==> src/hdl/fmrd_pkg.sv <==
// Package for the frame maximum relative detector.
// Holds the widths, register reset values, register indexes and the issue struct.
// No dependencies; every other file but fmrd_ram imports it.
package fmrd_pkg;

  localparam int MAX_FRAME   = 1024;
  localparam int SAMPLE_BITS = 16;
  localparam int IDX_W       = $clog2(MAX_FRAME);
  localparam int LEN_W       = 11;
  localparam int THR_W       = 17;
  localparam int FRAC_BITS   = 16;
  localparam int CMP_W       = SAMPLE_BITS + THR_W + 1;
  localparam int CFG_IDX_W   = 2;
  localparam int CFG_DATA_W  = 17;

  localparam logic [THR_W-1:0] THR_RESET = THR_W'(39322);
  localparam logic [LEN_W-1:0] LEN_RESET = LEN_W'(1000);
  localparam logic [LEN_W-1:0] LEN_MAX   = LEN_W'(MAX_FRAME);

  localparam logic [CFG_IDX_W-1:0] CFG_THRESHOLD    = CFG_IDX_W'(0);
  localparam logic [CFG_IDX_W-1:0] CFG_FRAME_LENGTH = CFG_IDX_W'(1);

  // One accepted sample that owes a decision, handed from frame control to the judge.
  typedef struct packed {
    logic                    valid;
    logic                    last;
    logic signed [CMP_W-1:0] limit;
  } fmrd_issue_t;

endpackage

==> src/hdl/fmrd_frame_ctl.sv <==
// Frame control: sample position, running and prior frame maxima, and the
// threshold product for each accepted sample. Depends on fmrd_pkg.
module fmrd_frame_ctl (
  input  logic                                  clk,
  input  logic                                  rst_n,
  input  logic                                  accept,
  input  logic signed [fmrd_pkg::SAMPLE_BITS-1:0] sample,
  input  logic [fmrd_pkg::THR_W-1:0]            threshold,
  input  logic [fmrd_pkg::LEN_W-1:0]            frame_length,
  output logic [fmrd_pkg::IDX_W-1:0]            addr,
  output fmrd_pkg::fmrd_issue_t                 issue
);
  import fmrd_pkg::*;

  localparam int PROD_W = SAMPLE_BITS + THR_W - 1;

  logic [IDX_W-1:0]              idx_r, idx_nxt;
  logic signed [SAMPLE_BITS-1:0] run_peak_r, run_peak_nxt;
  logic signed [SAMPLE_BITS-1:0] prior_peak_r, prior_peak_nxt;
  logic                          ready_r, ready_nxt;
  logic [LEN_W-1:0]              eff_len;
  logic                          last;
  logic signed [SAMPLE_BITS-1:0] peak_upd;
  logic [PROD_W-1:0]             limit_mag;

  // Zero length acts as one, anything above the store depth saturates.
  always_comb begin
    eff_len = frame_length;
    if (frame_length == '0) begin
      eff_len = LEN_W'(1);
    end else if (frame_length > LEN_MAX) begin
      eff_len = LEN_MAX;
    end
  end

  assign last     = (LEN_W'(idx_r) + LEN_W'(1)) >= eff_len;
  assign peak_upd = (sample > run_peak_r) ? sample : run_peak_r;

  always_comb begin
    idx_nxt        = idx_r;
    run_peak_nxt   = run_peak_r;
    prior_peak_nxt = prior_peak_r;
    ready_nxt      = ready_r;
    if (accept) begin
      if (last) begin
        idx_nxt        = '0;
        run_peak_nxt   = '0;
        prior_peak_nxt = peak_upd;
        ready_nxt      = 1'b1;
      end else begin
        idx_nxt      = idx_r + IDX_W'(1);
        run_peak_nxt = peak_upd;
      end
    end
  end

  always_ff @(posedge clk) begin
    if (!rst_n) begin
      idx_r        <= '0;
      run_peak_r   <= '0;
      prior_peak_r <= '0;
      ready_r      <= 1'b0;
    end else begin
      idx_r        <= idx_nxt;
      run_peak_r   <= run_peak_nxt;
      prior_peak_r <= prior_peak_nxt;
      ready_r      <= ready_nxt;
    end
  end

  assign addr        = idx_r;
  assign issue.valid = accept && ready_r;
  assign issue.last  = last;
  // Prior maximum times the Q0.16 threshold, both straight from registers. The
  // running maximum starts at zero, so the prior maximum is never negative and
  // its magnitude bits times the unsigned threshold give the limit exactly.
  assign limit_mag   = PROD_W'(prior_peak_r[SAMPLE_BITS-2:0]) * PROD_W'(threshold);
  assign issue.limit = CMP_W'(limit_mag);

endmodule

==> config.mk <==
export PLATFORM = sky130hd
export DESIGN_NAME = fmrd_frame_ctl
export DESIGN_NICKNAME = d
export VERILOG_FILES = /design/src/hdl/fmrd_pkg.sv /design/src/hdl/fmrd_frame_ctl.sv
export SDC_FILE = /design/constraint.sdc
export NUM_CORES = 1
export LEC_CHECK = 0
export BUFFER_PORTS_ARGS = -buffer_cell sky130_fd_sc_hd__buf_2
export CAP_MARGIN = 25
export CORE_MARGIN = 8
export CORE_UTILIZATION = 47
export CTS_CLUSTER_DIAMETER = 50
export DETAILED_ROUTE_END_ITERATION = 10
export MAX_ROUTING_LAYER = met4
export PLACE_DENSITY = 0.65
export SYNTH_ARGS = -nofsm -noshare
export SYNTH_HDL_FRONTEND = slang
export SYNTH_SLANG_ARGS = --single-unit
==> constraint.sdc <==
create_clock -name clk -period 11.5 [get_ports clk]
set_clock_uncertainty 0.1 [all_clocks]
set_input_delay 2.875 -clock clk [delete_from_list [all_inputs] [get_ports clk]]
set_output_delay 2.875 -clock clk [all_outputs]
set_load 0.005 [all_outputs]
; ---- Word-level counts from Yosys, hierarchy flattened
; Index checks and enable logic that the tools add are counted.
[op_classes]
addsub = 2
n_mul = 1
order_cmp = 3
muxes = 5
n_reduce_logical = 3
[op_table]
columns = op, count
row1 = multiplier 15 x 17 -> 32 bit, 1
row2 = two-way mux 16 bit, 2
row3 = two-way mux 11 bit, 2
row4 = > comparator 16 bit, 1
row5 = adder 10 x 1 -> 11 bit (second input constant), 1
row6 = >= comparator 11 bit, 1
row7 = > comparator 11 bit (second input constant), 1
row8 = zero test 11 bit, 1
row9 = adder 10 x 1 -> 10 bit (second input constant), 1
row10 = two-way mux 10 bit, 1
row11 = AND reduction 2 bit, 1
row12 = logical AND 1 bit, 1
[totals]
reg_bits = 42
input_bits = 47
word_cells = 18

; ---- Logic depth before layout (Yosys ltp)
; Gate-level depths: netlist of run 1.
[depth]
depth_word = 5
mapped_depth = 23
mapped_depth_nobuf = 21

; ---- Worst setup path before layout of run 1
; OpenSTA, ideal clock, no wires.
[synth_path]
path_type = input-to-output
start = input port threshold[10] (netlist name)
end = output port issue[31] (netlist name)
arrival_time_ps = 7969
required_time_ps = 8525
setup_slack_ps = 556
stages = 22
n_path_buf = 1
cell_sequence = clkbuf_1 and2_1 fa_1 inv_1 fa_1 inv_1 fa_1 inv_1 fa_1 inv_1 fa_1 inv_1 fa_1 inv_1 ha_1 a21oi_1 o21ai_0 a21oi_1 and4_1 nor4_1 a311oi_1 xnor2_1
[synth_lines]
columns = element, line
row1 = "start, declared", fmrd_frame_ctl.sv:8  ; input logic [fmrd_pkg::THR_W-1:0] threshold,
row2 = "end, declared", fmrd_frame_ctl.sv:11  ; output fmrd_pkg::fmrd_issue_t issue

==> run summary, run 1 <==
The run finished with clean final reports. The longest clock path from root to sink contains 2 buffers. Wire segments on met3 add up to 988 µm in the final route.

The clock reaches the later pin of the worst-skew pair after 0.28 ns. The netlist uses 56 different library cells. The synthesized design spends more area on one cell type than any other, namely sky130_fd_sc_hd__fa_1. The detailed placer's ending HPWL was 21.7 mm; the starting utilization of the core area was 0.475. The maximum resistive drop on vdd came out at 57.3 µV. Data on the critical path arrives at its endpoint at 8.33 ns.

The run gives 0.288 as the clock group share of total power. The tools report the number of buffers created by CTS as 5. In the routed design, unresolved DRC markers number 0. The number of global-route vias before repair was 9173. Die area: 28700 µm².

After detailed routing, the total wire length is 26.8 mm. The filler cells instantiated in the layout total 2280. The most instantiated flip-flop cell in the synthesis netlist is sky130_fd_sc_hd__dfxtp_1.

The number of setup violations in the final report was 0; the final antenna-violating net count was 0. The switching power is 0.209 mW, and the average footprint of a synthesized cell is 8.62 µm². The portion of total power attributed to combinational logic is 0.420. The portion of the post-synthesis area used by sequential elements was 0.0761.

After the first detailed-routing iteration, the DRC count stood at 524. TritonCTS built the clock tree. The fraction of final layout cells sized beyond drive strength 1 was 0.117. Leaving out fill and tap cells, the most frequent cell in the layout is sky130_fd_sc_hd__inv_1. The number of violations of the max-capacitance limit was 0; the top-area cell type share of the netlist area was 0.350.

The portion of the clock cycle consumed by the worst path in the final layout works out to 0.983. The post-synthesis instance total came out at 1281. STA puts the critical path data required time at 8.53 ns. STA classifies the critical path endpoint as an output port. Summed over all cells, the static leakage comes to 6.47 nW. The number of antenna diodes in the final layout is 0. The number of top-level pins is 93. From left edge to right edge, the die measures 169 µm. The first TritonRoute pass finished after 7 iterations. The synthesized design contains 0 enable-type register cells. The largest fanout on the critical path works out to 10. The floorplan has 56 rows.

In the final routed layout, each cell accounts on average for 16.1 µm. The run gives 0.850 as the routability congestion estimate from global placement. Power comes to 0.563 mW. The number of warnings reported in the yosys synthesis log was 0; the number of antenna violations at the first check in global routing was 0.

In this run the tool buffered the top-level ports with 90 buffer cells. The total negative setup slack is 0 ns, and the post-layout minimum cycle time is 11.30 ns. The final number of max-transition violations is 0. The worst hold-check path type is reg2reg.

Signal routing reaches up to met4. From bottom edge to top edge, the die measures 169 µm. The core region is 23300 µm². The CTS sink count was 42; the final-report hold violation count was 0. The cts-stage hold buffer count is 0, and the areal power density over the cells is 46.5 nW/µm². The logs give 0.520 for the core utilization of the finished layout and 841 µm² for the area occupied by registers.

The worst max-slew margin expressed relative to the limit is 0.378, and the detailed-routing wirelength on met1 is 11.2 mm. The run gives 0.353 mW as the internal power consumption. The first global-routing pass estimated 45.2 mm of wire.

Compared with the post-synthesis result, the final layout area differs by 9.48%. Entering global routing, the biggest net connects 59 pins. Type of the worst setup path: in2out. The cell area after technology mapping was 11000 µm²; the number of H-tree levels was 2. The achievable clock frequency came out at 88.5 MHz. The library cells used most frequently in the layout, excluding fill and tap cells, are sky130_fd_sc_hd__inv_1, sky130_fd_sc_hd__fa_1, sky130_fd_sc_hd__nand2_1, sky130_fd_sc_hd__and2_1, sky130_fd_sc_hd__ha_1. The flop and latch count out of synthesis was 42.

The run gives 8726 as the overall via count from detail_route. Clock tree synthesis selected as its root buffer the cell sky130_fd_sc_hd__clkbuf_16. The number of vias per cell was 5.26. Sequential share of power: 0.292. The proportion of register bits with asynchronous set or reset after synthesis was 0. The worst setup path is launched from a primary input. Clock-pin slew was measured on the worst setup and hold paths at 0.06 ns. The pin slew with the least headroom to its limit was 0.932 ns; the total length of routed met2 wires was 14.1 mm. By area the synthesized netlist is led by sky130_fd_sc_hd__fa_1, sky130_fd_sc_hd__ha_1, sky130_fd_sc_hd__and2_1. The final layout net count was 1703. The switching part of the total was 0.372; the overall fraction of global-route tracks in use was 0.197. The multi-input combinational cells in the finished layout cover a total of 9210 µm². Global routing finished with a remaining overflow of 0.
[per-stage QoR]
step	hold WS, ns	instance area, µm²	setup slack (ns)	std cells
after floorplan	0.333	11000	0.556	1282
after global placement	0.368	11800	0.122	1650
after detailed placement	0.372	11800	0.0976	1650
after CTS	0.386	11900	0.0769	1658
after global routing	0.406	12100	-0.0219	1659
final	0.386	12100	0.196	1659
[flip-flops by register name, indices dropped and copies added, names as in the netlist]
name          count
ready_r           1
run_peak_r       16
addr             10
prior_peak_r     15
[synthesized netlist by cell type, types with 14 or more instances]
cell type                  number
sky130_fd_sc_hd__nor2_1        21
sky130_fd_sc_hd__a21o_1        17
sky130_fd_sc_hd__o21ai_0       22
sky130_fd_sc_hd__nand2_1      177
sky130_fd_sc_hd__mux2i_1       15
sky130_fd_sc_hd__a21oi_1       58
sky130_fd_sc_hd__clkbuf_1      49
sky130_fd_sc_hd__and2_1       144
sky130_fd_sc_hd__dfxtp_1       42
sky130_fd_sc_hd__fa_1         193
sky130_fd_sc_hd__xor2_1        14
sky130_fd_sc_hd__o21ai_1       15
sky130_fd_sc_hd__xnor2_1       20
sky130_fd_sc_hd__inv_1        232
sky130_fd_sc_hd__nand3_1       18
sky130_fd_sc_hd__ha_1         124
[final cells by class]
class                           instances  area share
Tap cell                              319      0.0330
Clock buffer                            5      0.0103
Sequential cell                        42      0.0695
Multi-Input combinational cell        948       0.762
Clock inverter                          3     0.00373
Timing Repair Buffer                  109      0.0493
Inverter                              233      0.0723
[timing repair]
action	CTS	global route
setup buffers	0	1
gates resized for setup	0	32
setup endpoints to repair	0	13
[routing by layer]
metal  GRT usage  up-vias
li1            -     4115
met2       0.346      201
met5           -        -
met1       0.244     4374
met3      0.0193       36
met4      0.0396        0
[critical path, cell delays in order]
cell	delay [ns]
sky130_fd_sc_hd__buf_2	0.14
sky130_fd_sc_hd__buf_4	0.18
sky130_fd_sc_hd__and2_1	0.17
sky130_fd_sc_hd__fa_1	0.47
sky130_fd_sc_hd__inv_1	0.05
sky130_fd_sc_hd__fa_1	0.47
sky130_fd_sc_hd__inv_1	0.05
sky130_fd_sc_hd__fa_1	0.51
sky130_fd_sc_hd__inv_1	0.07
sky130_fd_sc_hd__fa_1	0.55
sky130_fd_sc_hd__fa_1	0.42
sky130_fd_sc_hd__fa_1	0.48
sky130_fd_sc_hd__inv_1	0.04
sky130_fd_sc_hd__ha_1	0.36
sky130_fd_sc_hd__a21oi_1	0.22
sky130_fd_sc_hd__o21ai_0	0.17
sky130_fd_sc_hd__nor4_1	0.22
sky130_fd_sc_hd__buf_4	0.18
sky130_fd_sc_hd__nand3_1	0.13
sky130_fd_sc_hd__a21oi_2	0.20
sky130_fd_sc_hd__buf_4	0.13
sky130_fd_sc_hd__xnor2_1	0.10
sky130_fd_sc_hd__buf_2	0.14
[cells by family after synthesis]
| group | Yosys count | synth area share |
|---|---|---|
| AO/OA/AOI/OAI | 173 | 0.104 |
| flip-flops | 42 | 0.0761 |
| other | 1 | 0.000340 |
| XOR/XNOR | 34 | 0.0270 |
| buffers and inverters | 292 | 0.103 |
| adder cells (fa/ha/maj) | 317 | 0.490 |
| multiplexers | 15 | 0.0136 |
| AND/OR/NAND/NOR | 407 | 0.186 |
[final timing paths]
| kind | start | endpoint | slack [ns] | depth (start not counted) |
|---|---|---|---|---|
| max | threshold[12] | issue[26] | 0.20 | 23 |
| min | run_peak_r[15]$_SDFFE_PN0P_ | run_peak_r[15]$_SDFFE_PN0P_ | 0.39 | 2 |
| max reg2reg | addr[0]$_SDFFE_PN0P_ | run_peak_r[0]$_SDFFE_PN0P_ | 8.04 | 11 |
| min reg2reg | run_peak_r[15]$_SDFFE_PN0P_ | run_peak_r[15]$_SDFFE_PN0P_ | 0.39 | 2 |
[power by group through the flow]
stage / Clock, mW / Combinational [mW] / Sequential [mW]
floorplan: 0 / 0.165 / 0.160
global placement: 0 / 0.228 / 0.167
detailed placement: 0 / 0.233 / 0.167
CTS: 0.165 / 0.234 / 0.164
global route: 0.174 / 0.269 / 0.165
finish: 0.162 / 0.236 / 0.164
(Power assumes the default switching activity.)
==> inputs of run 2 (changes only) <==
- PLACE_DENSITY: 0.65 -> not set
- PLACE_DENSITY_LB_ADDON: not set -> 0.05
==> run summary, run 2 (synthesis results as in run 1) <==
The logs give 0.29 ns for the clock latency on the worst-skew pair and 2 for the largest buffer count on any clock path. Count of cells along the worst hold path: 1. Power comes to 0.592 mW. For the pin with the worst max-slew slack, the measured transition is 0.979 ns.

In the layout the commonest cells are sky130_fd_sc_hd__inv_1, sky130_fd_sc_hd__fa_1, sky130_fd_sc_hd__nand2_1, sky130_fd_sc_hd__and2_1, sky130_fd_sc_hd__ha_1. The post-detailed-placement cell area came out at 11800 µm². Fraction of final layout cells sized beyond drive strength 1: 0.116. The final-report hold violation count was 0; the routed wire length was 27.0 mm.

The count of buffers inserted at the top-level ports was 90; the post-synthesis to final-layout area growth was 9.53%. For this design the static power due to leakage is 6.51 nW. The achievable clock frequency came out at 89.0 MHz.

The cell with the biggest individual delay on the critical path was sky130_fd_sc_hd__fa_1. For this design the ratio of total power to cell area is 48.9 nW/µm². For the number of placement rows, the log shows 56. Type of the worst setup path: in2out. The run gives 0 as the final antenna-violating net count. Setup repair after global routing left no endpoint under its margin. VDD sags by at most 65.5 µV.

The run gives 8579 as the overall via count from detail_route. Clock tree synthesis selected as its root buffer the cell sky130_fd_sc_hd__clkbuf_16. The final layout contains 1708 nets. The die outline width was 169 µm.

In this design, the critical path's most frequently occurring cell is sky130_fd_sc_hd__fa_1. Ranked by flip-flop count, first place goes to run_peak_r. The number of antenna violations at the first check in global routing was 0; the worst path required time was 8.53 ns. The count of TritonRoute iterations in the first routing pass is 5. The run gives 0 as the number of diodes added for antenna fixing.

The reg-to-reg startpoint is addr[0]$_SDFFE_PN0P_. Summing all non-filler instances in the final layout gives an area of 12100 µm². The worst setup path is launched from a primary input. The overall fraction of global-route tracks in use came out at 0.201. The tools report the post-CTS setup buffer count as 0.

Final number of max-transition violations: 0. Walking the worst path, the cells encountered are buf_2, buf_4, and2_1, fa_1, inv_1, fa_1, inv_1, fa_1, fa_1, fa_1, inv_1, fa_1, inv_1, ha_1, nand3_1, nor2_2, nand4_1, and4_4, nor4_2, a311oi_2, xnor2_1, buf_2. The number of cells traversed by the worst register-to-register path works out to 11. The run finished with clean final reports.

Leaving out fill and tap cells, the most frequent cell in the layout is sky130_fd_sc_hd__inv_1. The H-tree was split into 2 levels. The layout has 2356 filler cells.

The tools report the kind of end point of the critical path as an output port. The total negative setup slack came out at 0 ns. The tools report the wire length of the first global-routing pass as 45.2 mm. The largest fanout on the critical path came out at 7.

In this run the most critical hold path is launched from ready_r$_SDFFE_PN0P_. After detailed routing, the number of remaining DRC violations is 0. The number of buffers created by CTS is 5, and the routability congestion estimate from global placement is 0.837.

The most critical setup path has its startpoint at threshold[11]. The die covers 28700 µm². For the CTS sink count, the log shows 42. The number of vias per cell was 5.16; the largest net degree at the start of global routing was 59. Summed over all nets, the half-perimeter wirelength after detailed placement is 21.7 mm.

In this run the vertical extent of the chip is 169 µm. The worst max-slew margin expressed relative to the limit came out at 0.347. The post-layout minimum cycle time is 11.23 ns. The detail-routed net length per standard cell is 16.2 µm.

The worst hold-check path type was reg2reg. The area inside the core boundary was 23300 µm²; the number of setup violations in the final report was 0. The run gives 8870 as the number of global-route vias before repair.

For the number of top-level pins, the log shows 93. Summed over all layers, the global routing overflow is 0. Across the run, the number of max-cap violations was 0. The run gives 0.0732 ns as the worst setup slack after placement. Portion of the clock cycle consumed by the worst path in the final layout: 0.977.

After the first detailed-routing iteration, the DRC count stood at 454. TritonCTS built the clock tree. The arrival time reported for the critical path endpoint came out at 8.26 ns.

The final worst setup slack was 0.267 ns. Number of flip-flops under the largest register name: 16. The clock transition at the registers of the reported paths works out to 0.06 ns. The worst stage delay on the critical path was 0.51 ns; the starting utilization of the core area was 0.475.
==> run 2: changes by cell type in the layout (fill, tap and decap cells not counted), moves of 2 or more <==
cell	delta
sky130_fd_sc_hd__clkinvlp_4	-2
sky130_fd_sc_hd__buf_4	+4
sky130_fd_sc_hd__ha_4	-2
sky130_fd_sc_hd__a21oi_1	+2
sky130_fd_sc_hd__o31ai_2	-2
sky130_fd_sc_hd__ha_2	+2
sky130_fd_sc_hd__o31ai_1	+2
==> run 2: cell type report <==
| class | count | area, µm² | area share |
|---|---|---|---|
| Tap cell | 319 | 399 | 0.0330 |
| Inverter | 233 | 875 | 0.0723 |
| Timing Repair Buffer | 114 | 631 | 0.0521 |
| Clock inverter | 2 | 60.1 | 0.00497 |
| Multi-Input combinational cell | 948 | 9150 | 0.757 |
| Clock buffer | 6 | 139 | 0.0115 |
| Sequential cell | 42 | 841 | 0.0695 |
==> run 2: worst paths after layout <==
check	end	slack [ns]
hold / removal	ready_r$_SDFFE_PN0P_	0.38
hold reg to reg	ready_r$_SDFFE_PN0P_	0.38
setup reg to reg	run_peak_r[3]$_SDFFE_PN0P_	7.97
setup / recovery	issue[31]	0.27
==> run 2: metal layers <==
layer | part of all wire | wire length (µm) | track usage | vias to the layer above
li1 | - | - | - | 4123
met5 | 0 | 0 | - | -
met1 | 0.45 | 12200 | 0.262 | 4268
met2 | 0.50 | 13600 | 0.340 | 156
met4 | 0.017 | 472 | 0.0400 | 0
met3 | 0.029 | 789 | 0.0161 | 32
==> run 2: stage by stage <==
stage	hold slack, ns	cells	utilization
final	0.375	1664	0.520
after global routing	0.398	1664	0.520
after CTS	0.380	1664	0.517
after detailed placement	0.365	1656	0.508
after global placement	0.365	1656	0.508
after floorplan	0.333	1282	-
==> run 2: timing repair <==
action / CTS / global route
endpoints found under the hold margin: 0 / 0
gates resized for setup: 0 / 19
hold buffers: 0 / 0
endpoints found under the setup margin: 0 / 9
==> run 2: power by group <==
group          internal, mW  total [mW]  switching [mW]  leakage [nW]
Sequential            0.152       0.165          0.0125         0.341
Clock                 0.130       0.192          0.0615        0.0971
Combinational        0.0986       0.235           0.137          6.07
==> run 2: critical path, delay by kind of cell <==
family                     cells  cell delay, ns
adders and majority gates      7            3.33
and+or+nand+nor                6            1.14
buffers and inverters          7            0.65
xor gates and xnor gates       1            0.19
AOI/OAI and AO/OA              1            0.07
