File: config.mk
export PLATFORM = sky130hd
export DESIGN_NAME = fmrd_judge
export DESIGN_NICKNAME = d
export VERILOG_FILES = /design/src/hdl/fmrd_pkg.sv /design/src/hdl/fmrd_judge.sv
export SDC_FILE = /design/constraint.sdc
export NUM_CORES = 1
export LEC_CHECK = 0
export BUFFER_PORTS_ARGS = -buffer_cell sky130_fd_sc_hd__buf_2
export CAP_MARGIN = 20
export CORE_AREA = 2 2 54 82
export CTS_BUF_LIST = sky130_fd_sc_hd__clkbuf_2 sky130_fd_sc_hd__clkbuf_4 sky130_fd_sc_hd__clkbuf_8
export CTS_CLUSTER_DIAMETER = 200
export DETAILED_ROUTE_END_ITERATION = 10
export DIE_AREA = 0 0 56 84
export PLACE_DENSITY = 0.67
export SYNTH_ARGS = -nofsm -noshare
export SYNTH_HDL_FRONTEND = slang
export SYNTH_SLANG_ARGS = --single-unit
File: constraint.sdc
create_clock -name clk -period 4.3 [get_ports clk]
set_clock_uncertainty 0.1 [all_clocks]
set_input_delay 0.86 -clock clk [delete_from_list [all_inputs] [get_ports clk]]
set_output_delay 0.86 -clock clk [all_outputs]
set_load 0.05 [all_outputs]
File: src/hdl/fmrd_pkg.sv
// Package for the frame maximum relative detector.
// Holds the widths, register reset values, register indexes and the issue struct.
// No dependencies; every other file but fmrd_ram imports it.
package fmrd_pkg;

  localparam int MAX_FRAME   = 1024;
  localparam int SAMPLE_BITS = 16;
  localparam int IDX_W       = $clog2(MAX_FRAME);
  localparam int LEN_W       = 11;
  localparam int THR_W       = 17;
  localparam int FRAC_BITS   = 16;
  localparam int CMP_W       = SAMPLE_BITS + THR_W + 1;
  localparam int CFG_IDX_W   = 2;
  localparam int CFG_DATA_W  = 17;

  localparam logic [THR_W-1:0] THR_RESET = THR_W'(39322);
  localparam logic [LEN_W-1:0] LEN_RESET = LEN_W'(1000);
  localparam logic [LEN_W-1:0] LEN_MAX   = LEN_W'(MAX_FRAME);

  localparam logic [CFG_IDX_W-1:0] CFG_THRESHOLD    = CFG_IDX_W'(0);
  localparam logic [CFG_IDX_W-1:0] CFG_FRAME_LENGTH = CFG_IDX_W'(1);

  // One accepted sample that owes a decision, handed from frame control to the judge.
  typedef struct packed {
    logic                    valid;
    logic                    last;
    logic signed [CMP_W-1:0] limit;
  } fmrd_issue_t;

endpackage

File: src/hdl/fmrd_judge.sv
// Decision stage: holds the sample's issue data beside the store read, compares,
// and keeps the result register. Depends on fmrd_pkg.
module fmrd_judge (
  input  logic                                  clk,
  input  logic                                  rst_n,
  input  fmrd_pkg::fmrd_issue_t                 issue,
  input  logic signed [fmrd_pkg::SAMPLE_BITS-1:0] stored,
  input  logic                                  out_stall,
  output logic                                  full,
  output logic                                  out_valid,
  output logic                                  out_detect,
  output logic                                  out_frame_end
);
  import fmrd_pkg::*;

  logic                    s1_valid_r, s1_valid_nxt;
  logic                    s1_last_r;
  logic signed [CMP_W-1:0] s1_limit_r;
  logic                    out_valid_r, out_valid_nxt;
  logic                    detect_r;
  logic                    frame_end_r;
  logic                    advance;
  logic signed [CMP_W-1:0] scaled;

  assign advance = s1_valid_r && (!out_valid_r || !out_stall);
  assign full    = s1_valid_r && out_valid_r && out_stall;
  assign scaled  = CMP_W'($signed({stored, FRAC_BITS'(0)}));

  always_comb begin
    s1_valid_nxt  = issue.valid || (s1_valid_r && !advance);
    out_valid_nxt = advance || (out_valid_r && out_stall);
  end

  always_ff @(posedge clk) begin
    if (!rst_n) begin
      s1_valid_r  <= 1'b0;
      out_valid_r <= 1'b0;
    end else begin
      s1_valid_r  <= s1_valid_nxt;
      out_valid_r <= out_valid_nxt;
    end
  end

  always_ff @(posedge clk) begin
    if (issue.valid) begin
      s1_last_r  <= issue.last;
      s1_limit_r <= issue.limit;
    end
    if (advance) begin
      detect_r    <= scaled > s1_limit_r;
      frame_end_r <= s1_last_r;
    end
  end

  assign out_valid     = out_valid_r;
  assign out_detect    = detect_r;
  assign out_frame_end = frame_end_r;

endmodule

# Yosys cells after proc, flatten, opt, wreduce, memory -nomap -nowiden
# Index checks and enable logic that the tools add are counted.
# Widths: inputs -> output; s select.
op_classes:
  reduce_logical: 11
  n_lt_le_gt_ge: 1
op_table:
  columns: ["operator", "count"]
  rows:
  - ["$gt 32x34->1", 1]
  - ["$logic_and 1x1->1", 5]
  - ["$logic_not 1->1", 3]
  - ["$logic_or 1x1->1", 3]
totals:
  wordCells: 18
  in_bits: 55
  output_inout_bits: 4
  register_bits: 39

# Longest topological paths before layout
# Gate-level depths: netlist (run 1).
logic_depth:
  depth_word: 6
  mapped_depth: 7
  depth_no_buf: 7

# Worst setup path before layout (run 1)
# Ideal clock, no wire load.
synth_timing:
  path_kind: "input-to-reg"
  from: "in stored[1] (netlist name)"
  to: "reg detect_r, in the netlist out_detect (data pin)"
  setup_time_ns: 0.264
  path_buffers: 0
  required_time_ns: 3.936
  path_slack_ns: 2.004
  path_stages: 6
  arrival_ns: 1.932
  path_cell_list: "ha_1 > or4b_1 > nor3_2 > nand4_1 > o22ai_1 > a21oi_1"
synth_between:
  elab_chain_cells: 1
synth_rtl:
  columns: ["element", "line", "rtl"]
  rows:
  - ["start, declared", "fmrd_judge.sv:7", "input logic signed [fmrd_pkg::SAMPLE_BITS-1:0] stored,"]
  - ["$gt 32x34->1", "fmrd_judge.sv:50", "detect_r <= scaled > s1_limit_r;"]
  - ["end signal, assigned", "fmrd_judge.sv:50", null]
  - ["end, declared", "fmrd_judge.sv:20", "logic detect_r;"]
# Every way passes these cells.
# A chain may end at the register's enable or synchronous reset.

# Worst setup path after layout (run 1)
layout_timing:
  from: "in out_stall"
  to: "out full"
layout_between:
  elab_chain_cells: 1
layout_rtl:
  columns: ["element", "line", "rtl"]
  rows:
  - ["start, declared", "fmrd_judge.sv:8", "input logic out_stall,"]
  - ["$logic_and 1x1->1", "fmrd_judge.sv:26", "assign full = s1_valid_r && out_valid_r && out_stall;"]
  - ["end, declared", "fmrd_judge.sv:9", "output logic full,"]
# Every way passes these cells.

==> flow_metrics.env, run 1 <==
export IMPL_synthesis_nets=186
export IMPL_grt_use_total_pct=13.6
export IMPL_min_period_ns=2.36
export IMPL_async_flop_share_pct=0
export IMPL_required_ns=3.34
export IMPL_vias_per_cell=4.84
export IMPL_crit_cells=3
export IMPL_coreArea_um2=4060
export IMPL_met1_usage_pct=11.6
export IMPL_grt_pass1_vias=1210
export IMPL_max_slew_margin_pct=48.5
export IMPL_max_clock_freq_ghz=0.424
export IMPL_r2r_end="out_detect"
export IMPL_min_from="s1_last_r"
export IMPL_crit_top_cell="buf_2"
export IMPL_postCtsSetupBuffers=0
export IMPL_grtUsageMet3_pct=4.34
export IMPL_grt_overflow=0
export IMPL_drt_iter0_markers=21
export IMPL_irDropWorstVdd_uv=311
export IMPL_period_share_pct=54.9
export IMPL_wl_per_cell_um=12.9
export IMPL_dp_hpwl_um=2350
export IMPL_path_clk_slew_ns=0.07
export IMPL_setup_violations_final=0
export IMPL_clockBufferDepth=2
export IMPL_cap_viol_max_count=0
export IMPL_drcViolationCount=0
export IMPL_cp_num_buf_inv=2
export IMPL_postCtsHoldBufs=0
export IMPL_ys_ff_latch=39
export IMPL_worst_pin_slew_ns=0.772
export IMPL_cp_end_kind="output pin"
export IMPL_dieArea_um2=4700
export IMPL_grt_met2_usage_pct=26.7
export IMPL_top_usage_layer="met2"
export IMPL_area_growth_pct=25.6
export IMPL_io_buffers=58
export IMPL_slowest_stage="buf_2"
export IMPL_syn_area_um2=1710
export IMPL_synth_distinct_cells=24
export IMPL_drv_slew=0
export IMPL_first_pass_iters=4
export IMPL_cts_resized=0
export IMPL_initial_core_util_pct=42.0
export IMPL_cpPeakStageDelay_ns=0.27
export IMPL_hold_path_class="reg2reg"
export IMPL_grt_setup_unrepaired="no"
export IMPL_dr_total_vias=1089
export IMPL_crit_fanout=3
export IMPL_crit_arrival_ns=1.40
export IMPL_htreeDepth=2
export IMPL_fp_dieH_um=84
export IMPL_netlist_instances=113
export IMPL_path_class="in2out"
export IMPL_p_leak_nw=0.988
export IMPL_hold_path_depth=0
export IMPL_synth_top_flop_cell="edfxtp_1"
export IMPL_root_buffer="clkbuf_8"
export IMPL_core_rowCount=29
export IMPL_grt_pass1_wl_um=4800
export IMPL_crit_family="buffers and inverters"
export IMPL_antenna_found_initial=0
export IMPL_cts_tree="done"
export IMPL_ys_warn_count=0
export IMPL_reg2reg_depth=7
export IMPL_hold_ws_ns=0.319
export IMPL_avgSynthCellArea_um2=15.1
export IMPL_final_area_um2=2140
export IMPL_grt_max_degree=37
export IMPL_clock_sinks=39
export IMPL_crit_reg2reg_launch="s1_limit_r[17]"
export IMPL_ant_nets=0
export IMPL_worstSetupStartpointType="input port"
export IMPL_synth_edf_count=37
export IMPL_finalHoldViolations=0
export IMPL_antenna_cells=0
export IMPL_total_power_w=0.000788
export IMPL_drive_gt1_share_pct=39.7
export IMPL_ys_seq_area_share_pct=67.4
export IMPL_clock_latency_ns=0.28
export IMPL_status="finished clean"
export IMPL_die_w_um=56
export IMPL_place_area_um2=2060
export IMPL_nets=251
export IMPL_gp_congestion=0.746
export IMPL_worstHoldEndpoint="out_frame_end"
export IMPL_path_cells="buf_2 -> and3_1 -> buf_2"
export IMPL_reg2reg_slack_ns=2.42
export IMPL_routed_wl_um=2900
export IMPL_io_pins=59
export IMPL_fin_tns_setup_ns=0
export IMPL_power_density_nw_per_um2=367
export IMPL_cts_buffers=5
-- placed cells by master, fill, tap and decap left out, types with 2 or more instances in the layout --
master    count
a21boi_0      2
a21o_1        4
nand3_1       3
ha_1         18
clkbuf_4      2
edfxtp_1     37
inv_1        19
buf_2        58
dfxtp_1       2
nor4_1        2
nand4_1       2
nand4_2       3
a21oi_1       8
clkbuf_8      5
-- through the flow --
stage / instances / util [%] / setup slack (ns)
6_report: 225 / 52.8 / 1.94
5_1_grt: 225 / 52.8 / 1.93
4_1_cts: 225 / 52.8 / 1.94
3_5_place_dp: 217 / 50.6 / 1.77
3_3_place_gp: 217 / 50.6 / 1.79
2_1_floorplan: 113 / - / 2.00
-- cell usage after synthesis, types with 2 or more instances --
| cell | number | area [µm²] |
|---|---|---|
| nand4_1 | 2 | 12.5 |
| nand4_2 | 3 | 37.5 |
| edfxtp_1 | 37 | 1110 |
| nand3_1 | 3 | 15.0 |
| nor4_1 | 2 | 12.5 |
| a21o_1 | 4 | 30.0 |
| dfxtp_1 | 2 | 40.0 |
| a21boi_0 | 2 | 15.0 |
| inv_1 | 19 | 71.3 |
| a21oi_1 | 8 | 40.0 |
| ha_1 | 18 | 225 |
-- sequential cells by signal, indices dropped and copies added (netlist names) --
name,flops
s1_valid_r,1
s1_last_r,1
out_frame_end,1
s1_limit_r,34
out_valid,1
out_detect,1
-- worst reg2reg max path: cells and delay by family (launching register included) --
kind                     cells  cell delay, ns
AND/OR/NAND/NOR              3            0.70
buffers and inverters        1            0.04
AO/OA/AOI/OAI                2            0.20
flip-flops                   1            0.33
adder cells (fa/ha/maj)      1            0.27
-- logic make-up after synthesis --
kind of cell | count (synthesis) | synth area share (%)
AOI/OAI and AO/OA | 17 | 6.23
adders and majority gates | 18 | 13.2
buffers and inverters | 19 | 4.18
DFF | 39 | 67.4
and+or+nand+nor | 20 | 9.01
-- how the worst max path moves through the flow --
stage	start	end	slack, ns
floorplan	stored[1]	out_detect	2.00
global placement	stored[1]	out_detect	1.79
detailed placement	stored[15]	out_detect	1.77
CTS	out_stall	full	1.94
global route	out_stall	full	1.93
finish	out_stall	full	1.94
-- report_power, final --
| part | switching, W | total (W) | internal [W] |
|---|---|---|---|
| registers | 0.00000782 | 0.000456 | 0.000448 |
| logic | 0.0000486 | 0.0000921 | 0.0000436 |
| clock network | 0.000113 | 0.000239 | 0.000126 |
-- layout make-up --
cell class | count | area (µm²)
Tap cell | 46 | 57.6
Fill cell | 379 | 1920
Clock buffer | 7 | 83.8
Multi-Input combinational cell | 55 | 485
Inverter | 19 | 71.3
Timing Repair Buffer | 58 | 290
Clock inverter | 1 | 5.00
Sequential cell | 39 | 1150
-- metal layers --
metal  part of all wire (%)  vias to the layer above  routed length, µm
met5                      0                        -                  0
met2                     59                       38               1720
met1                     31                      494                910
met3                    7.1                        5                206
li1                       -                      552                  -
met4                    2.2                        0                 63
No activity file was read; power rests on OpenSTA's default activity.
==> run 2, diff against run 1 <==
--- a/config.mk
+++ b/config.mk
@@ -12,7 +12,7 @@
 export CTS_CLUSTER_DIAMETER = 200
 export DETAILED_ROUTE_END_ITERATION = 10
 export DIE_AREA = 0 0 56 84
-export PLACE_DENSITY = 0.67
+export PLACE_DENSITY = 0.69
 export SYNTH_ARGS = -nofsm -noshare
 export SYNTH_HDL_FRONTEND = slang
 export SYNTH_SLANG_ARGS = --single-unit
==> constraint.sdc (replaced) <==
create_clock -name clk -period 2 [get_ports clk]
set_clock_uncertainty 0.1 [all_clocks]
set_input_delay 0.4 -clock clk [delete_from_list [all_inputs] [get_ports clk]]
set_output_delay 0.4 -clock clk [all_outputs]
set_load 0.05 [all_outputs]
==> flow_metrics.env, run 2 (same netlist as run 1, synthesis figures left out) <==
export IMPL_period_share_pct=94.5
export IMPL_root_buffer="clkbuf_8"
export IMPL_antenna_cells=0
export IMPL_antenna_found_initial=0
export IMPL_cpPeakStageDelay_ns=0.46
export IMPL_min_from="issue[4]"
export IMPL_clockBufferDepth=2
export IMPL_fin_tns_setup_ns=0
export IMPL_path_class="reg2reg"
export IMPL_nets=255
export IMPL_cts_tree="done"
export IMPL_io_pins=59
export IMPL_cp_num_buf_inv=1
export IMPL_clock_sinks=39
export IMPL_layout_setup_ws_ns=0.111
export IMPL_power_density_nw_per_um2=867
export IMPL_wl_per_cell_um=12.8
export IMPL_crit_family="simple AND/OR/NAND/NOR gates"
export IMPL_htreeDepth=2
export IMPL_drive_gt1_share_pct=42.1
export IMPL_hold_path_class="in2reg"
export IMPL_status="finished clean"
export IMPL_die_w_um=56
export IMPL_pre_cts_ws_ns=-0.0658
export IMPL_area_growth_pct=32.7
export IMPL_routed_wl_um=2930
export IMPL_startpoint="s1_limit_r[17]"
export IMPL_drt_iter0_markers=13
export IMPL_ant_nets=0
export IMPL_grt_setup_unrepaired="no"
export IMPL_largest_register_ffs=34
export IMPL_initial_core_util_pct=42.0
export IMPL_final_common_cell="buf_2"
export IMPL_dp_hpwl_um=2430
export IMPL_first_pass_iters=3
export IMPL_dr_total_vias=1134
export IMPL_grt_pass1_vias=1249
export IMPL_fp_dieH_um=84
export IMPL_slowest_stage="or4b_4"
export IMPL_dieArea_um2=4700
export IMPL_total_power_w=0.00197
export IMPL_worst_pin_slew_ns=0.404
export IMPL_grt_max_degree=27
export IMPL_irDropWorstVdd_uv=783
export IMPL_cts_resized=0
export IMPL_clock_latency_ns=0.29
export IMPL_drcViolationCount=0
export IMPL_vias_per_cell=4.95
export IMPL_fillers=366
export IMPL_required_ns=1.93
export IMPL_crit_reg2reg_launch="s1_limit_r[17]"
export IMPL_path_clk_slew_ns=0.07
export IMPL_path_cells="inv_1 -> ha_4 -> or4b_4 -> nor3_4 -> nand4_1 -> o22ai_1 -> a21oi_1"
export IMPL_drv_slew=0
export IMPL_final_cell_mix="58 x buf_2, 37 x edfxtp_1, 19 x inv_1"
export IMPL_worstSetupStartpointType="flip-flop"
export IMPL_max_slew_margin_pct=72.8
export IMPL_cp_end_kind="flip-flop"
export IMPL_grt_use_total_pct=13.8
export IMPL_gp_congestion=0.791
export IMPL_hold_ws_ns=0.182
export IMPL_grt_pass1_wl_um=4890
export IMPL_finalHoldViolations=0
export IMPL_core_rowCount=29
export IMPL_p_leak_nw=1.04
export IMPL_postCtsSetupBuffers=0
export IMPL_min_period_ns=1.89
export IMPL_cap_viol_max_count=0
export IMPL_postCtsHoldBufs=0
export IMPL_setup_violations_final=0
export IMPL_crit_fanout=2
export IMPL_cts_buffers=5
export IMPL_coreArea_um2=4060
export IMPL_max_clock_freq_ghz=0.529
export IMPL_io_buffers=58
export IMPL_grt_overflow=0
export IMPL_regMostFlops="s1_limit_r"
export IMPL_crit_arrival_ns=1.82
-- run 2: layout make-up --
class,count,area (µm²),share of cell area [%]
inverter,19,71.3,3.15
multi-input combinational,55,517,22.8
clock buffer,5,68.8,3.04
sequential,39,1150,50.8
timing repair buffer,62,333,14.7
tap,46,57.6,2.54
clock inverter,3,67.6,2.98
-- run 2: final timing paths --
check	to	slack, ns	depth (start not counted)
setup / recovery	out_detect	0.11	7
hold / removal	s1_limit_r[4]	0.18	1
setup reg to reg	out_detect	0.11	7
hold reg to reg	out_frame_end	0.35	0
-- run 2: metal layers --
metal  vias up  part of all wire [%]  global-route usage (%)
li1        558                     -                       -
met1       519                    31                    11.6
met2        45                    58                    26.5
met3        12                   7.1                    3.57
met4         0                   4.1                    9.74
met5         -                     0                       0
-- run 2: stage by stage --
| stage | utilization (%) | std cells | instance area [µm²] |
|---|---|---|---|
| 6_report | 55.8 | 229 | 2270 |
| 5_1_grt | 55.8 | 229 | 2270 |
| 4_1_cts | 55.0 | 229 | 2230 |
| 3_5_place_dp | 51.6 | 221 | 2100 |
| 3_3_place_gp | 51.6 | 221 | 2100 |
| 2_1_floorplan | - | 113 | 1710 |
-- run 2: worst reg2reg max path: cells and delay by family (launching register included) --
kind,cells,cell delay [ns]
adders and majority gates,1,0.26
buffers and inverters,1,0.06
DFF,1,0.32
AOI/OAI and AO/OA,2,0.21
and+or+nand+nor,3,0.68
-- run 2: power by group --
group	internal, W	switching (W)
Combinational	0.000108	0.000111
Sequential	0.000963	0.0000186
Clock	0.000497	0.000267
Total	0.00157	0.000397
==> run 3, diff against run 2 <==
--- a/config.mk
+++ b/config.mk
@@ -7,12 +7,14 @@
 export LEC_CHECK = 0
 export BUFFER_PORTS_ARGS = -buffer_cell sky130_fd_sc_hd__buf_2
 export CAP_MARGIN = 20
-export CORE_AREA = 2 2 54 82
+export CELL_PAD_IN_SITES_DETAIL_PLACEMENT = 0
+export CELL_PAD_IN_SITES_GLOBAL_PLACEMENT = 1
+export CORE_AREA = 2 2 59 89
 export CTS_BUF_LIST = sky130_fd_sc_hd__clkbuf_2 sky130_fd_sc_hd__clkbuf_4 sky130_fd_sc_hd__clkbuf_8
 export CTS_CLUSTER_DIAMETER = 200
 export DETAILED_ROUTE_END_ITERATION = 10
-export DIE_AREA = 0 0 56 84
-export PLACE_DENSITY = 0.69
+export DIE_AREA = 0 0 61 91
+export PLACE_DENSITY = 0.72
 export SYNTH_ARGS = -nofsm -noshare
 export SYNTH_HDL_FRONTEND = slang
 export SYNTH_SLANG_ARGS = --single-unit
==> flow_metrics.env, run 3 (same netlist as run 1, synthesis figures left out) <==
export IMPL_reg2reg_depth=7
export IMPL_fin_util_pct=46.5
export IMPL_antenna_cells=0
export IMPL_gp_congestion=0.612
export IMPL_setup_violations_final=0
export IMPL_area_growth_pct=29.9
export IMPL_grt_use_total_pct=11.8
export IMPL_antenna_found_initial=0
export IMPL_io_buffers=58
export IMPL_total_power_w=0.00180
export IMPL_drv_slew=0
export IMPL_multiInputGateArea_um2=485
export IMPL_largest_register_ffs=34
export IMPL_postCtsSetupBuffers=0
export IMPL_vias_per_cell=4.39
export IMPL_grt_max_degree=37
export IMPL_root_buffer="clkbuf_8"
export IMPL_cpPeakStageDelay_ns=0.45
export IMPL_io_pins=59
export IMPL_nets=255
export IMPL_regMostFlops="s1_limit_r"
export IMPL_path_class="reg2reg"
export IMPL_min_from="issue[26]"
export IMPL_die_w_um=61
export IMPL_max_clock_freq_ghz=0.538
export IMPL_fin_tns_setup_ns=0
export IMPL_grt_pass1_wl_um=4690
export IMPL_path_cells="inv_1 -> ha_1 -> or4b_1 -> nor3_2 -> nand4_1 -> o22ai_1 -> a21oi_1"
export IMPL_cap_viol_max_count=0
export IMPL_fillers=446
export IMPL_cts_tree="done"
export IMPL_min_period_ns=1.86
export IMPL_dp_hpwl_um=2360
export IMPL_cts_resized=0
export IMPL_cp_end_kind="flip-flop"
export IMPL_path_clk_slew_ns=0.07
export IMPL_p_leak_nw=1.01
export IMPL_dr_total_vias=1094
export IMPL_status="finished clean"
export IMPL_drcViolationCount=0
export IMPL_wl_per_cell_um=11.6
export IMPL_power_density_nw_per_um2=813
export IMPL_finalHoldViolations=0
export IMPL_pre_cts_ws_ns=-0.0666
export IMPL_drive_gt1_share_pct=40.4
export IMPL_coreArea_um2=4770
export IMPL_first_pass_iters=4
export IMPL_clockBufferDepth=2
export IMPL_postCtsHoldBufs=0
export IMPL_crit_reg2reg_launch="s1_limit_r[17]"
export IMPL_required_ns=1.93
export IMPL_grt_pass1_vias=1144
export IMPL_hold_ws_ns=0.186
export IMPL_slowest_stage="or4b_1"
export IMPL_max_slew_margin_pct=71.0
export IMPL_hold_path_depth=1
export IMPL_worst_pin_slew_ns=0.432
export IMPL_grt_overflow=0
export IMPL_clock_latency_ns=0.28
export IMPL_regArea_um2=1150
export IMPL_worstSetupStartpointType="flip-flop"
export IMPL_htreeDepth=2
export IMPL_layout_setup_ws_ns=0.141
export IMPL_cts_buffers=5
export IMPL_final_common_cell="buf_2"
export IMPL_routed_wl_um=2880
export IMPL_grt_setup_unrepaired="yes"
export IMPL_worstHoldEndpoint="s1_limit_r[26]"
export IMPL_irDropWorstVdd_uv=454
export IMPL_r2r_end="out_detect"
export IMPL_ant_nets=0
export IMPL_drt_iter0_markers=16
export IMPL_fp_dieH_um=91
export IMPL_crit_arrival_ns=1.79
export IMPL_final_cell_mix="58 x buf_2, 37 x edfxtp_1, 19 x inv_1"
export IMPL_initial_core_util_pct=35.8
export IMPL_reg2reg_slack_ns=0.14
export IMPL_hold_path_class="in2reg"
export IMPL_period_share_pct=93.0
export IMPL_core_rowCount=31
export IMPL_crit_fanout=2
export IMPL_dieArea_um2=5550
export IMPL_clock_sinks=39
==> run 3: cell types whose count changed in the layout (fill, tap and decap cells not counted), sizes merged <==
| cell | change |
|---|---|
| clkinv | +2 |
| clkinvlp | -1 |
| bufinv | -1 |
==> run 3: worst max-delay path by stage <==
| stage | start | end | slack [ns] | cells after the start |
|---|---|---|---|---|
| CTS | s1_limit_r[17] | out_detect | 0.09 | 7 |
| detailed placement | stored[1] | out_detect | -0.07 | 7 |
| finish | s1_limit_r[17] | out_detect | 0.14 | 7 |
| global route | s1_limit_r[17] | out_detect | -0.03 | 7 |
| global placement | stored[1] | out_detect | -0.02 | 7 |
| floorplan | stored[1] | out_detect | 0.16 | 6 |
==> run 3: metal layers <==
metal	track usage [%]	vias to the layer above	part of all wire, %
met5	0	-	0
met2	21.8	41	58
li1	-	559	-
met1	10.8	489	33
met3	4.56	5	7.4
met4	4.89	0	2.1
==> run 3: layout make-up <==
cell class	instances	share of cell area (%)
clock buffer	5	3.10
clock inverter	3	1.75
inverter	19	3.21
multi-input combinational	55	21.9
sequential	39	51.9
tap	66	3.72
timing repair buffer	62	14.4
==> run 3: critical path, delay by kind of cell (launching register included) <==
| family | cells | cell delay (ns) |
|---|---|---|
| compound gates | 2 | 0.18 |
| fa+ha+maj | 1 | 0.28 |
| buf+inv | 1 | 0.04 |
| flops | 1 | 0.32 |
| simple gates | 3 | 0.69 |
==> run 3: stage by stage <==
step                      area [µm²]  cells
after global placement          2110    241
after global routing            2220    249
final                           2220    249
after detailed placement        2110    241
after CTS                       2220    249
after floorplan                 1710    113
==> run 3: where the power goes <==
part / internal, W / leakage, nW / switching, W / total, W
Clock: 0.000365 / 0.0556 / 0.000251 / 0.000616
Combinational: 0.000102 / 0.580 / 0.000105 / 0.000207
Sequential: 0.000964 / 0.378 / 0.0000168 / 0.000980
